<file path="src/hdl/shed_pkg.sv">
// shared types and constants for the sustained high episode detector
// no dependencies; imported by every module of the block but the checker
package shed_pkg;

  // default sizes for the top level parameters
  localparam int unsigned IndexBitsDef = 16;
  localparam int unsigned CountBitsDef = 10;

  // fixed field widths
  localparam int unsigned CfgW     = 10;
  localparam int unsigned GlucoseW = 10;
  localparam int unsigned OutIdxW  = 16;
  localparam int unsigned CfgIdxW  = 2;

  // configuration register indexes
  localparam logic [CfgIdxW-1:0] RegHighThreshold   = 2'd0;
  localparam logic [CfgIdxW-1:0] RegMinCoreReadings = 2'd1;
  localparam logic [CfgIdxW-1:0] RegMinRecReadings  = 2'd2;

  // configuration reset values
  localparam logic [CfgW-1:0] HighThresholdRst   = 10'd250;
  localparam logic [CfgW-1:0] MinCoreReadingsRst = 10'd24;
  localparam logic [CfgW-1:0] MinRecReadingsRst  = 10'd3;

  typedef enum logic [1:0] {
    PhIdle    = 2'd0,
    PhCore    = 2'd1,
    PhRecover = 2'd2
  } shed_phase_e;

  // one sample as it sits in the input stage
  typedef struct packed {
    logic [GlucoseW-1:0] glucose;
    logic                sample_valid;
    logic                segment_last;
  } shed_sample_t;

  // one episode report
  typedef struct packed {
    logic                recovered;
    logic [OutIdxW-1:0]  confirm_index;
    logic [OutIdxW-1:0]  last_high_idx;
    logic [OutIdxW-1:0]  onset_idx;
  } shed_result_t;

  // thresholds handed from the register file to the core
  typedef struct packed {
    logic [CfgW-1:0] high_threshold;
    logic [CfgW-1:0] min_core_readings;
    logic [CfgW-1:0] min_rec_readings;
  } shed_cfg_t;

endpackage

</file>
<file path="src/hdl/shed_in_reg.sv">
// input stage register of the episode detector
// depends on shed_pkg
module shed_in_reg import shed_pkg::*; (
  input  logic         clk_i,
  input  logic         rst_ni,
  input  logic         in_valid_i,
  output logic         in_ready_o,
  input  shed_sample_t in_sample_i,
  output logic         st_valid_o,
  input  logic         st_take_i,
  output shed_sample_t st_sample_o
);

  logic         valid_q, valid_d;
  shed_sample_t sample_q;

  // stage frees up when its beat is taken by the core
  assign in_ready_o = !valid_q || st_take_i;
  assign valid_d    = (in_valid_i && in_ready_o) || (valid_q && !st_take_i);

  always_ff @(posedge clk_i or negedge rst_ni) begin
    if (!rst_ni) begin
      valid_q <= 1'b0;
    end else begin
      valid_q <= valid_d;
    end
  end

  always_ff @(posedge clk_i) begin
    if (in_valid_i && in_ready_o) begin
      sample_q <= in_sample_i;
    end
  end

  assign st_valid_o  = valid_q;
  assign st_sample_o = sample_q;

endmodule

</file>
<file path="src/hdl/shed_core.sv">
// episode tracking state and per-sample update logic
// depends on shed_pkg
module shed_core import shed_pkg::*; #(
  parameter int unsigned INDEX_BITS = IndexBitsDef,
  parameter int unsigned COUNT_BITS = CountBitsDef
) (
  input  logic         clk_i,
  input  logic         rst_ni,
  input  logic         fire_i,
  input  shed_sample_t sample_i,
  input  shed_cfg_t    cfg_i,
  output logic         res_valid_o,
  output shed_result_t res_o
);

  localparam int unsigned CmpW = (COUNT_BITS > CfgW) ? COUNT_BITS : CfgW;

  shed_phase_e            phase_q, phase_d;
  logic [INDEX_BITS-1:0]  idx_q, idx_d;
  logic [INDEX_BITS-1:0]  run_start_q, run_start_d;
  logic [INDEX_BITS-1:0]  core_last_q, core_last_d;
  logic [INDEX_BITS-1:0]  latest_q, latest_d;
  logic [COUNT_BITS-1:0]  run_cnt_q, run_cnt_d;
  logic [COUNT_BITS-1:0]  rec_cnt_q, rec_cnt_d;
  logic [COUNT_BITS-1:0]  run_inc, rec_inc;
  logic [INDEX_BITS-1:0]  idx_inc;
  logic                   high;

  assign high    = sample_i.glucose > cfg_i.high_threshold;
  assign run_inc = (run_cnt_q == '1) ? run_cnt_q : run_cnt_q + 1'b1;
  assign rec_inc = (rec_cnt_q == '1) ? rec_cnt_q : rec_cnt_q + 1'b1;
  assign idx_inc = (idx_q == '1) ? idx_q : idx_q + 1'b1;

  always_comb begin
    phase_d     = phase_q;
    idx_d       = idx_q;
    run_start_d = run_start_q;
    core_last_d = core_last_q;
    latest_d    = latest_q;
    run_cnt_d   = run_cnt_q;
    rec_cnt_d   = rec_cnt_q;
    res_valid_o = 1'b0;
    res_o       = '0;

    if (sample_i.sample_valid) begin
      if (phase_q == PhIdle) begin
        if (high) begin
          if (run_cnt_q == '0) begin
            run_start_d = idx_q;
          end
          run_cnt_d   = run_inc;
          core_last_d = idx_q;
          latest_d    = idx_q;
          if (CmpW'(run_inc) >= CmpW'(cfg_i.min_core_readings)) begin
            phase_d   = PhCore;
            rec_cnt_d = '0;
          end
        end else begin
          run_cnt_d = '0;
        end
      end else begin
        if (high) begin
          latest_d = idx_q;
          if (phase_q == PhCore) begin
            core_last_d = idx_q;
          end
          rec_cnt_d = '0;
        end else begin
          phase_d   = PhRecover;
          rec_cnt_d = rec_inc;
          if (CmpW'(rec_inc) >= CmpW'(cfg_i.min_rec_readings)) begin
            res_valid_o         = 1'b1;
            res_o.onset_idx     = OutIdxW'(run_start_q);
            res_o.last_high_idx = OutIdxW'(latest_q);
            res_o.confirm_index = OutIdxW'(idx_q);
            res_o.recovered     = 1'b1;
            phase_d             = PhIdle;
            run_cnt_d           = '0;
            rec_cnt_d           = '0;
          end
        end
      end
    end

    if (sample_i.segment_last) begin
      // open episode at segment end is reported unconfirmed
      if (!res_valid_o && phase_d != PhIdle) begin
        res_valid_o         = 1'b1;
        res_o.onset_idx     = OutIdxW'(run_start_d);
        res_o.last_high_idx = OutIdxW'(core_last_d);
        res_o.confirm_index = OutIdxW'(idx_q);
        res_o.recovered     = 1'b0;
      end
      phase_d     = PhIdle;
      idx_d       = '0;
      run_start_d = '0;
      core_last_d = '0;
      latest_d    = '0;
      run_cnt_d   = '0;
      rec_cnt_d   = '0;
    end else begin
      idx_d = idx_inc;
    end
  end

  always_ff @(posedge clk_i or negedge rst_ni) begin
    if (!rst_ni) begin
      phase_q     <= PhIdle;
      idx_q       <= '0;
      run_start_q <= '0;
      core_last_q <= '0;
      latest_q    <= '0;
      run_cnt_q   <= '0;
      rec_cnt_q   <= '0;
    end else if (fire_i) begin
      phase_q     <= phase_d;
      idx_q       <= idx_d;
      run_start_q <= run_start_d;
      core_last_q <= core_last_d;
      latest_q    <= latest_d;
      run_cnt_q   <= run_cnt_d;
      rec_cnt_q   <= rec_cnt_d;
    end
  end

endmodule

</file>
<file path="src/hdl/shed_out_reg.sv">
// result register of the episode detector
// depends on shed_pkg
module shed_out_reg import shed_pkg::*; (
  input  logic         clk_i,
  input  logic         rst_ni,
  input  logic         load_i,
  input  shed_result_t res_i,
  output logic         free_o,
  output logic         out_valid_o,
  input  logic         out_ready_i,
  output shed_result_t res_o
);

  logic         valid_q, valid_d;
  shed_result_t res_q;

  assign free_o  = !valid_q || out_ready_i;
  assign valid_d = load_i || (valid_q && !out_ready_i);

  always_ff @(posedge clk_i or negedge rst_ni) begin
    if (!rst_ni) begin
      valid_q <= 1'b0;
    end else begin
      valid_q <= valid_d;
    end
  end

  always_ff @(posedge clk_i) begin
    if (load_i) begin
      res_q <= res_i;
    end
  end

  assign out_valid_o = valid_q;
  assign res_o       = res_q;

endmodule

</file>
<file path="src/hdl/sustained_high_episode_detector_unit.sv">
// top level of the sustained high episode detector
// depends on shed_pkg, shed_in_reg, shed_core, shed_out_reg
//
// usage:
//   slave stream carries one glucose sample per beat; tuser flags the sample
//   as present, tlast marks the final sample of a segment
//   master stream carries one episode report per beat: start, reported end
//   and confirm index in tdata, the recovered flag in tuser
//   a sample causes at most one report; most samples cause none
//   the cfg port writes threshold and count registers at any clock with
//   cfg_we_i high; write only while no samples are in flight
// timing:
//   a sample goes through the input register and the update logic into the
//   result register; its report is registered there before it can leave;
//   one sample per cycle is sustained while the result register is free,
//   and the state update is the only loop
// reset:
//   clears the sample index, the episode state and both stage valid bits;
//   registers return to threshold 250, core count 24, recovery count 3
// stall:
//   a held report keeps its beat stable; the input register keeps filling
//   until it is full, then s_axis_tready drops
module sustained_high_episode_detector_unit import shed_pkg::*; #(
  parameter int unsigned INDEX_BITS = IndexBitsDef,
  parameter int unsigned COUNT_BITS = CountBitsDef
) (
  input  logic               clk_i,
  input  logic               rst_ni,
  // sample stream
  input  logic               s_axis_tvalid,
  output logic               s_axis_tready,
  input  logic [15:0]        s_axis_tdata,   // [9:0] glucose, rest zero
  input  logic               s_axis_tuser,   // [0] sample_valid
  input  logic               s_axis_tlast,   // segment_last
  // episode report stream
  output logic               m_axis_tvalid,
  input  logic               m_axis_tready,
  output logic [47:0]        m_axis_tdata,   // [15:0] start, [31:16] end, [47:32] confirm
  output logic               m_axis_tuser,   // [0] recovered
  // register write port
  input  logic               cfg_we_i,
  input  logic [CfgIdxW-1:0] cfg_idx_i,
  input  logic [CfgW-1:0]    cfg_data_i
);

  shed_cfg_t    cfg_q;
  shed_sample_t in_sample, st_sample;
  shed_result_t core_res, out_res;
  logic         st_valid, st_take, out_free, core_res_valid;

  // register file, writes beyond the list are dropped
  always_ff @(posedge clk_i or negedge rst_ni) begin
    if (!rst_ni) begin
      cfg_q.high_threshold    <= HighThresholdRst;
      cfg_q.min_core_readings <= MinCoreReadingsRst;
      cfg_q.min_rec_readings  <= MinRecReadingsRst;
    end else if (cfg_we_i) begin
      unique case (cfg_idx_i)
        RegHighThreshold:   cfg_q.high_threshold    <= cfg_data_i;
        RegMinCoreReadings: cfg_q.min_core_readings <= cfg_data_i;
        RegMinRecReadings:  cfg_q.min_rec_readings  <= cfg_data_i;
        default: ;
      endcase
    end
  end

  assign in_sample.glucose      = s_axis_tdata[GlucoseW-1:0];
  assign in_sample.sample_valid = s_axis_tuser;
  assign in_sample.segment_last = s_axis_tlast;

  shed_in_reg u_in_reg (
    .clk_i       (clk_i),
    .rst_ni      (rst_ni),
    .in_valid_i  (s_axis_tvalid),
    .in_ready_o  (s_axis_tready),
    .in_sample_i (in_sample),
    .st_valid_o  (st_valid),
    .st_take_i   (st_take),
    .st_sample_o (st_sample)
  );

  // the core only advances when the result register can take a report
  assign st_take = st_valid && out_free;

  shed_core #(
    .INDEX_BITS (INDEX_BITS),
    .COUNT_BITS (COUNT_BITS)
  ) u_core (
    .clk_i       (clk_i),
    .rst_ni      (rst_ni),
    .fire_i      (st_take),
    .sample_i    (st_sample),
    .cfg_i       (cfg_q),
    .res_valid_o (core_res_valid),
    .res_o       (core_res)
  );

  shed_out_reg u_out_reg (
    .clk_i       (clk_i),
    .rst_ni      (rst_ni),
    .load_i      (st_take && core_res_valid),
    .res_i       (core_res),
    .free_o      (out_free),
    .out_valid_o (m_axis_tvalid),
    .out_ready_i (m_axis_tready),
    .res_o       (out_res)
  );

  assign m_axis_tdata = {out_res.confirm_index, out_res.last_high_idx, out_res.onset_idx};
  assign m_axis_tuser = out_res.recovered;

endmodule

</file>
<file path="config.mk">
export PLATFORM = sky130hd
export DESIGN_NAME = sustained_high_episode_detector_unit
export DESIGN_NICKNAME = d
export VERILOG_FILES = /design/src/hdl/shed_pkg.sv /design/src/hdl/shed_in_reg.sv /design/src/hdl/shed_core.sv /design/src/hdl/shed_out_reg.sv /design/src/hdl/sustained_high_episode_detector_unit.sv
export SDC_FILE = /design/constraint.sdc
export NUM_CORES = 1
export LEC_CHECK = 0
export BUFFER_PORTS_ARGS = -buffer_cell sky130_fd_sc_hd__buf_2
export CAP_MARGIN = 10
export CORE_AREA = 2 2 183 95
export DETAILED_ROUTE_END_ITERATION = 12
export DIE_AREA = 0 0 185 97
export PLACE_DENSITY = 0.75
export SKIP_LAST_GASP = 1
export SYNTH_ARGS = -nofsm -noshare
export SYNTH_HDL_FRONTEND = slang
export SYNTH_SLANG_ARGS = --single-unit
</file>
<file path="constraint.sdc">
create_clock -name clk_i -period 9.6 [get_ports clk_i]
set_input_delay 0.48 -clock clk_i [delete_from_list [all_inputs] [get_ports clk_i]]
set_output_delay 0.48 -clock clk_i [all_outputs]
set_load 0.03 [all_outputs]
</file>
==> results.md, run 1 <==
* CTS H-tree lvls at 4
* Clock Tree Buf Depth at 2
* Synth Area in Simple Gates at 13.5%
* Max VDD drop at roughly 0.13 mV
* Share of cells above drive strength 1 at ~18%
* Seq pwr share at between 40% and 50%
* Fillers at 1,298
* Pin count of the biggest net entering global routing at 82
* Achievable Freq at 185 MHz
* TritonRoute pass-1 iters at 5
* DRT Wirelength at approximately 19,000 um
* Vias in the first global route at between 6,000 and 7,000
* Final setup TNS at 0 ns
* Post-CTS resize count at 0
* Synth Instances at ~850
* Crit path launch type: flop
* Failing checks: hold timing
* Register area share after synthesis at between 50% and 60%
* First-pass GRT wire length at 32,400 um
* Global route overflow at 0
* YS warnings at 0
* Worst Max-Slew Pin Slew at about 1.3 ns
* Req. time, crit path at just under 10 ns
* RSZ-0062 raised after global routing: false
* Leading area contributor after synthesis: dfrtp_1
* Ys async rst share at roughly two thirds
* Die width at 185 um
* Adder-Cell Fraction of Synth Area at ~4.8%
* Clock Sinks at 179
* Post-synthesis compound-gate area fraction at 17.2%
* Area Growth Syn to Fin at 12.5%
* Net count after synthesis at slightly above 900
* Worst setup EP type: flop
* Die height at between 90 and 100 um
* Drt wl/cell at 17.1 um
* Tcrit/Tclk final at between 50% and 60%
* Largest family of logic cells by synthesized area: compound AO/OA/AOI/OAI gates
* WP data arrival at ~5.5 ns
* TritonCTS clock tree: done
* Final Setup Violations at 0
* Antenna violations before repair at 0
* # rows at 33
* CP top delay family: compound AO/OA/AOI/OAI gates
* Total internal power at 1250 uW
* Yosys top cell area share at between 30 and 40%
* Critical path depth at 16
* Setup Buffers After CTS at 0
* Synth Cell Area at just under 9000 um2
* Critical Path Max Stage Delay at 0.92 ns
* Post-DP HPWL at ~13,000 um
* GRT Total Usage at ~23%
* Worst skew pair latency at approximately 0.45 ns
* PwrDens at 175 nW/um2
* Vias at around 6,700
* Antenna fix cells at 0
* Critical path fanouts, max at 49
* Worst path slowest cell: a21oi_2
* Lkg Pwr at ~0.0041 uW
* Status: finished, violations left
* Commonest non-fill, non-tap cell in the layout: dfrtp_1
* IO buf count at about 80
* Core area at 16,200 um2
* Cells on worst reg2reg path at 16
* Hold slack at -0.0150 ns
* Most area-consuming cells after synthesis: dfrtp_1 (30%), edfxtp_1 (21%), o21ai_0 (5.1%)
* Die Area at approximately 18,000 um2
* Tmin final at between 5 and 6 ns
* Root buffer cell: clkbuf_16
* DR vias/cell at between 5 and 6
* Post-synthesis cell type count at 58
* Io pins at between 80 and 90
* Synthesized area per cell at around 11 um2
* Final Util at between 60% and 70%
* Relative slew margins at about an eighth
* Residual DRC at 0
* CP dominant cell by count: ha_1
* Max Cap Viol at 0
* Hold Path Class: input pin to async pin
* Post-synth EDFFs at 61
* GPL Wtd Cong at 0.830
* Crit path buffers/inverters at 2
* Starting DRT DRC Count at 617
* Most used cells in the layout excluding fill and tap cells: dfrtp_1 (108), nand2_1 (102), o21ai_0 (91)
* Clock power share at between 30% and 40%
* Final net count at 965
* Initial core utilization at 55.0%
* Xor/xnor share of the synthesized area at under 10%
* CP Class: flop to flop
* Reg clk slew, reported paths at ~0.07 ns
* Top_reg_cell synth: dfrtp_1
* Post-DRT Antenna Nets at 0
* Setup Skew at around 0.013 ns
* Switch share at around 29%
* Net Sw Power at between 500 and 600 uW
* CTS Buf Count at 17
* Synthesized flop and latch total at 179
* Fin. max-slew vios at 0
* Multiplexer area fraction after synthesis at about 4.2%
* Hold Vio Cnt, Final at 11
* Hold_buf cts at 0
* Logic pwr share at about 11%
* Crit path cell chain: ha_1, nand4_1, nor4_1, clkbuf_2, nor3_1, nand3_1, xnor2_1, ha_1, a21oi_1, nor2_1, a211oi_1, a22oi_1, and2_1, a21oi_2, nor2_4, buf_4
* Design Power at roughly 1800 uW
[power groups by stage]
stage | sequential, uW | clock [uW] | combinational, uW
4_1_cts | 856 | 711 | 199
3_5_place_dp | 871 | 0 | 196
2_1_floorplan | 862 | 0 | 145
3_3_place_gp | 868 | 0 | 187
6_report | 856 | 701 | 200
5_1_grt | 860 | 746 | 224
[metrics by stage]
stage	std cells	setup slack (ns)	hold slack [ns]	area, um2
floorplan	846	3.66	0.184	8910
global placement	1102	4.11	0.473	9410
detailed placement	1102	3.87	0.475	9410
CTS	1134	3.83	0.00000139	10000
global route	1136	3.76	0.0341	10000
finish	1136	4.19	-0.0150	10000
[per-layer routing]
metal / GRT usage (%) / up-vias / share of wire (%)
li1: - / 3165 / -
met1: 31.0 / 3322 / 46
met3: 4.48 / 35 / 4.5
met2: 36.6 / 174 / 48
met5: 0 / - / 0
met4: 8.42 / 0 / 1.9
[area by class of cell]
cell class	count	area, um2	area share [%]
repair buffers	88	467	4.66
clock inverters	15	170	1.70
well taps	227	284	2.84
multi-input cells	570	3720	37.2
flip-flops and latches	179	4800	47.9
clock buffers	17	425	4.25
inverters	40	150	1.50
[synth_stat cells, types with 11 or more instances]
| cell | instances |
|---|---|
| dfrtp_1 | 108 |
| nand2_1 | 103 |
| o21ai_0 | 91 |
| edfxtp_1 | 61 |
| a22oi_1 | 49 |
| clkbuf_1 | 47 |
| nor2_1 | 44 |
| inv_1 | 40 |
| ha_1 | 34 |
| a21oi_1 | 25 |
| nand3_1 | 22 |
| mux2_2 | 21 |
| a22o_1 | 17 |
| nor2b_1 | 16 |
| mux2i_1 | 14 |
| xnor2_1 | 14 |
| nand4_1 | 11 |
[registers in the layout, indices dropped and copies added (netlist names), 12 cells and up]
register / count
u_out_reg.res_o: 49
cfg_q: 30
u_core.core_last_q: 16
u_core.idx_q: 16
u_core.latest_q: 16
u_core.run_start_q: 16
u_in_reg.st_sample_o: 12
[kinds of logic (layout without fill, tap and decap cells)]
family	Yosys count	count (layout)
simple gates	250	250
mux	35	35
flops	179	179
buf+inv	97	160
compound gates	231	231
fa+ha+maj	34	34
xor+xnor	20	20
[worst paths after layout]
path	startpoint	to	slack, ns
setup / recovery	u_core.rec_cnt_q[0]	u_out_reg.res_o[11]	4.19
hold / removal	rst_ni	u_core.rec_cnt_q[3]	-0.01
max in group asynchronous	rst_ni	u_core.run_start_q[14]	8.20
hold reg to reg	cfg_q[15]	cfg_q[15]	0.51
setup reg to reg	u_core.rec_cnt_q[0]	u_out_reg.res_o[11]	4.19
min in group clk_i	s_axis_tdata[6]	u_in_reg.st_sample_o[8]	0.20
Note: power is estimated with default switching activity, not from simulation.
==> inputs of run 2 (changes only) <==
Clock period 9.6 ns to 5.1 ns, I/O delays scaled along.
==> results.md, run 2 (synthesis results as in run 1) <==
* Hold_buf cts at 12 (+12)
* Root buffer cell: clkbuf_16
* Clock Sinks at 179 (unchanged)
* Area Growth Syn to Fin at 14.6%
* Critical Path Max Stage Delay at 0.68 ns (-0.24 ns)
* Io pins at 86 (unchanged)
* Met1 Use GR at 32.0% (+0.94 points)
* Most used cells in the layout excluding fill and tap cells: dfrtp_1 (108), nand2_1 (102), o21ai_0 (91)
* Share of cells above drive strength 1 at 18.5% (+0.38 points)
* Pin count of the biggest net entering global routing at 77 (-6.1%)
* Top Usage Layer GRT: met2
* Core area at 16,200 um2 (unchanged)
* CP top delay family: simple AND/OR/NAND/NOR gates
* Met3 GRT Util at 4.52% (+0.038 points)
* Setup Buffers After CTS at 0 (unchanged)
* Worst Max-Slew Pin Slew at 1.18 ns (-0.110 ns)
* CTS Buf Count at 17 (unchanged)
* # rows at 33 (unchanged)
* Crit path launch type: flop
* Hold Vio Cnt, Final at 16 (+5)
* TritonRoute pass-1 iters at 5 (unchanged)
* First-pass GRT wire length at 32,800 um (+1.4%)
* Net Sw Power at 937 uW (+86%)
* CTS H-tree lvls at 4 (unchanged)
* Vias in the first global route at 6,523 (+0.57%)
* IO buf count at 79 (unchanged)
* DR vias/cell at 5.88 (-0.16%)
* Residual DRC at 0 (unchanged)
* Max VDD drop at 0.275 mV (+110%)
* DRT Wirelength at 20,000 um (+3.1%)
* Worst skew pair latency at 0.44 ns (about the same)
* Req. time, crit path at 5.46 ns (-4.26 ns)
* Die height at 97 um (unchanged)
* PwrDens at 328 nW/um2 (+87%)
* Fin. max-slew vios at 0 (unchanged)
* Global route overflow at 0 (unchanged)
* Antenna violations before repair at 0 (unchanged)
* Placed cell count at 1,110 (+0.73%)
* Max reg flops at 49 (unchanged)
* Die Area at 17,900 um2 (unchanged)
* Starting DRT DRC Count at 522 (-15%)
* RSZ-0062 raised after global routing: false
* Seq pwr share at 48.2% (-0.5 points)
* Max Cap Viol at 0 (unchanged)
* Final Setup Violations at 0 (unchanged)
* Hold Path Class: input pin to async pin
* Initial core utilization at 55.0% (unchanged)
* Clock Tree Buf Depth at 2 (unchanged)
* Critical path fanouts, max at 12 (-76%)
* Met2 Track Usage GR at 36.8% (+0.20 points)
* Reg clk slew, reported paths at 0.07 ns (about the same)
* Achievable Freq at 216 MHz (+17%)
* Relative slew margins at 21.1% (+7.7 points)
* Final setup TNS at 0 ns (unchanged)
* Total internal power at 2410 uW (+92%)
* Switch share at 28.0% (-0.70 points)
* Die width at 185 um (unchanged)
* Setup Skew at 0.0138 ns (+0.000563 ns)
* Status: finished, violations left
* Commonest non-fill, non-tap cell in the layout: dfrtp_1
* TritonCTS clock tree: done
* WP data arrival at 4.99 ns (-0.54 ns)
* GPL Wtd Cong at 0.796 (-4.1%)
* Fillers at 1,287 (-0.85%)
* Final net count at 984 (+2.0%)
* Crit path cell chain: ha_1, nand4_1, nor4_1, buf_4, nor3_1, nand3_1, xnor2_1, ha_1, a21oi_1, nor2_1, a211oi_1, nand4_1, nor2_1, o21ai_0, a31oi_1
* Tmin final at 4.63 ns (-0.778 ns)
* CP Class: flop to flop
* Post-DRT Antenna Nets at 0 (unchanged)
* Drt wl/cell at 17.3 um (+1.4%)
* Worst setup EP type: flop
* Crit path buffers/inverters at 1 (-1)
* Clock power share at 40.4% (+0.5 points)
* Failing checks: hold timing
* Lkg Pwr at 0.00417 uW (+2.2%)
* Vias at 6,797 (+1.5%)
* Post-CTS resize count at 0 (unchanged)
* Worst path slowest cell: nor2_1
* Tcrit/Tclk final at 90.9% (+34 points)
* Logic pwr share at 11.4% (about the same)
* Hold slack at -0.0529 ns (-0.0379 ns)
* Antenna fix cells at 0 (unchanged)
* Post-DP HPWL at 13,000 um (+2.2%)
* Non-filler instance count after layout at 1,155 (+1.7%)
* GRT Total Usage at 23.2% (+0.35 points)
## run 2: per-layer routing
metal | vias to the layer above | share of wire, %
met5 | - | 0
met4 | 0 | 1.9
met3 | 32 | 4.7
met2 | 213 | 48
met1 | 3353 | 45
li1 | 3199 | -
## run 2: worst paths after layout
kind	startpoint	endpoint	slack [ns]	depth (start not counted)
setup reg to reg	u_core.rec_cnt_q[0]	u_core.rec_cnt_q[3]	0.47	15
setup / recovery	u_core.rec_cnt_q[0]	u_core.rec_cnt_q[3]	0.47	15
hold / removal	rst_ni	u_core.rec_cnt_q[5]	-0.05	1
min in group clk_i	s_axis_tvalid	u_in_reg.st_valid_o	0.02	2
hold reg to reg	cfg_q[3]	cfg_q[3]	0.51	1
max in group asynchronous	rst_ni	cfg_q[21]	4.03	2
## run 2: power by group through the flow
stage                     Sequential (uW)  Clock (uW)  Combinational (uW)
final                                1610        1350                 383
after detailed placement             1640           0                 371
after global placement               1640           0                 353
after floorplan                      1620           0                 273
after CTS                            1610        1370                 382
after global routing                 1620        1430                 432
## run 2: cell type report
class                           instances  area (um2)  area share (%)
Clock buffer                           17         425            4.17
Clock inverter                         15         186            1.83
Inverter                               40         150            1.47
Multi-Input combinational cell        570        3720            36.5
Sequential cell                       179        4800            47.0
Tap cell                              227         284            2.78
Timing Repair Buffer                  107         638            6.25
## run 2: stage by stage
step | utilization, % | area, um2 | worst slack [ns] | hold WS [ns] | total power [uW]
2_1_floorplan | - | 8910 | 0.532 | -0.0406 | 1890
3_3_place_gp | 58.5 | 9470 | 0.703 | 0.432 | 1990
3_5_place_dp | 58.5 | 9470 | 0.577 | 0.433 | 2010
4_1_cts | 63.0 | 10200 | 0.517 | 0.00444 | 3370
5_1_grt | 63.0 | 10200 | 0.172 | 0.0262 | 3490
6_report | 63.0 | 10200 | 0.466 | -0.0529 | 3350
==> inputs of run 3 (changes only) <==
Settings changed: CELL_PAD_IN_SITES_DETAIL_PLACEMENT set to 1, CELL_PAD_IN_SITES_GLOBAL_PLACEMENT set to 2, CORE_AREA 2 2 183 95 to 2 2 217 112, DIE_AREA 0 0 185 97 to 0 0 219 114, PLACE_DENSITY 0.75 to unset, PLACE_DENSITY_LB_ADDON set to 0.1.
==> results.md, run 3 (synthesis results as in run 1) <==
* Status: finished, final reports clean
* Antenna fix cells at 0 (unchanged)
* Worst Max-Slew Pin Slew at 1.19 ns (+0.0137 ns)
* Die Area at 25,000 um2 (+39%)
* Initial core utilization at 38.2% (-17 points)
* Post-DRT Antenna Nets at 0 (unchanged)
* Global route overflow at 0 (unchanged)
* Fin. max-slew vios at 0 (unchanged)
* Post-DP HPWL at 18,800 um (+44%)
* CTS Buf Count at 17 (unchanged)
* Die width at 219 um (+18%)
* Max reg flops at 49 (unchanged)
* Relative slew margins at 20.2% (-0.92 points)
* Root buffer cell: clkbuf_16
* Reg clk slew, reported paths at 0.06 ns (about the same)
* Antenna violations before repair at 0 (unchanged)
* Setup Skew at 0.00835 ns (-0.00543 ns)
* TritonCTS clock tree: done
* Tcrit/Tclk final at 91.0% (+0.16 points)
* Starting DRT DRC Count at 393 (-25%)
* Achievable Freq at 215 MHz (-0.18%)
* # rows at 40 (+21%)
* RSZ-0062 raised after global routing: false
* GRT Total Usage at 22.1% (-1.1 points)
* Critical path fanouts, max at 15 (+3)
* Area Growth Syn to Fin at 16.3%
* Commonest non-fill, non-tap cell in the layout: dfrtp_1
* Cells on worst reg2reg path at 16 (+1)
* Drt wl/cell at 21.1 um (+22%)
* Final net count at 989 (+0.51%)
* Hold Path Class: input pin to flop
* Worst hold path cell count at 2
* Worst setup EP type: flop
* Setup Buffers After CTS at 0 (unchanged)
* Max VDD drop at 0.207 mV (-25%)
* Most used cells in the layout excluding fill and tap cells: dfrtp_1 (108), nand2_1 (102), o21ai_0 (91)
* CP Class: flop to flop
* Worst skew pair latency at 0.45 ns (about the same)
* Final setup TNS at 0 ns (unchanged)
* Hold Vio Cnt, Final at 0 (-16)
* Clock Sinks at 179 (unchanged)
* Io pins at 86 (unchanged)
* Hold_buf cts at 13 (+1)
* Crit path launch type: flop
* Share of cells above drive strength 1 at 18.6% (+0.12 points)
* Lkg Pwr at 0.00420 uW (+0.76%)
* Core area at 23,300 um2 (+44%)
* First-pass GRT wire length at 40,900 um (+24%)
* Final Setup Violations at 0 (unchanged)
* Fillers at 2,621 (+100%)
* Max Cap Viol at 0 (unchanged)
* Post-CTS resize count at 0 (unchanged)
* Vias in the first global route at 7,064 (+8.3%)
* WP data arrival at 4.83 ns (-0.16 ns)
* CTS H-tree lvls at 4 (unchanged)
* Clock Tree Buf Depth at 2 (unchanged)
* IO buf count at 79 (unchanged)
* DP Worst Slack at 0.541 ns (-0.0362 ns)
* Req. time, crit path at 5.29 ns (-0.17 ns)
* PwrDens at 325 nW/um2 (-0.84%)
* Final WS setup at 0.457 ns (-0.00820 ns)
* TritonRoute pass-1 iters at 5 (unchanged)
* DR vias/cell at 5.53 (-6.1%)
* Die height at 114 um (+18%)
* Residual DRC at 0 (unchanged)
* Vias at 6,898 (+1.5%)
* GPL Wtd Cong at 0.819 (+2.9%)
* DRT Wirelength at 26,400 um (+32%)
* Tmin final at 4.64 ns (+0.00820 ns)
* Pin count of the biggest net entering global routing at 73 (-5.2%)
-- run 3: cell count changes in the layout (fill, tap and decap cells not counted), moves of 2 or more --
cell / before / now
buf_4: 17 / 20
clkinv_8: 3 / 0
clkbuf_16: 17 / 20
inv_8: 5 / 0
inv_6: 3 / 0
clkbuf_8: 0 / 4
clkbuf_1: 0 / 2
clkinv_2: 0 / 4
-- run 3: power breakdown --
part           leakage [uW]  internal (uW)  total (uW)  switching [uW]
combinational       0.00183            146         411             265
clock              0.000301            762        1330             572
sequential          0.00207           1560        1620            61.5
-- run 3: final timing paths --
kind,start,to,slack (ns)
setup / recovery,u_core.run_cnt_q[0],u_out_reg.res_o[34],0.46
hold / removal,s_axis_tvalid,u_in_reg.st_valid_o,0.03
setup reg to reg,u_core.run_cnt_q[0],u_out_reg.res_o[34],0.46
hold reg to reg,cfg_q[9],cfg_q[9],0.51
max in group asynchronous,rst_ni,u_core.rec_cnt_q[5],3.78
min in group asynchronous,rst_ni,cfg_q[22],0.45
-- run 3: cell type report --
type                            instances  area (um2)  share of cell area (%)
Clock buffer                           26         563                    5.44
Clock inverter                          6        37.5                   0.362
Inverter                               40         150                    1.45
Multi-Input combinational cell        570        3720                    36.0
Sequential cell                       179        4800                    46.3
Tap cell                              315         394                    3.81
Timing Repair Buffer                  112         691                    6.67
-- run 3: through the flow --
| step | instance area (um2) | utilization, % | cells | hold WS, ns | power [uW] |
|---|---|---|---|---|---|
| 6_report | 10400 | 44.4 | 1248 | 0.0257 | 3370 |
| 5_1_grt | 10400 | 44.4 | 1248 | 0.0273 | 3520 |
| 3_3_place_gp | 9630 | 41.3 | 1203 | 0.384 | 2020 |
| 4_1_cts | 10400 | 44.4 | 1248 | 0.00704 | 3400 |
| 3_5_place_dp | 9630 | 41.3 | 1203 | 0.409 | 2060 |
| 2_1_floorplan | 8910 | - | 846 | -0.0406 | 1890 |
-- run 3: layer usage --
layer  up-vias  global-route usage, %  wire length (um)
met2       160                   30.2             10700
li1       3206                      -                 -
met4         0                   6.85               358
met1      3507                   34.0             13900
met3        25                   5.28              1410
met5         -                      0                 0
-- run 3: worst max-delay path: stages, from the launching register on --
cell       delay [ns]
dfrtp_1          0.45
ha_1             0.24
and3_1           0.21
and4_1           0.27
nand4_1          0.39
nor2b_1          0.29
nand3_1          0.16
xnor2_1          0.38
ha_1             0.33
o21a_1           0.12
a21oi_1          0.13
o21ai_0          0.13
a311o_1          0.32
o2bb2ai_2        0.17
a21oi_2          0.38
buf_4            0.33
nor2b_1          0.09
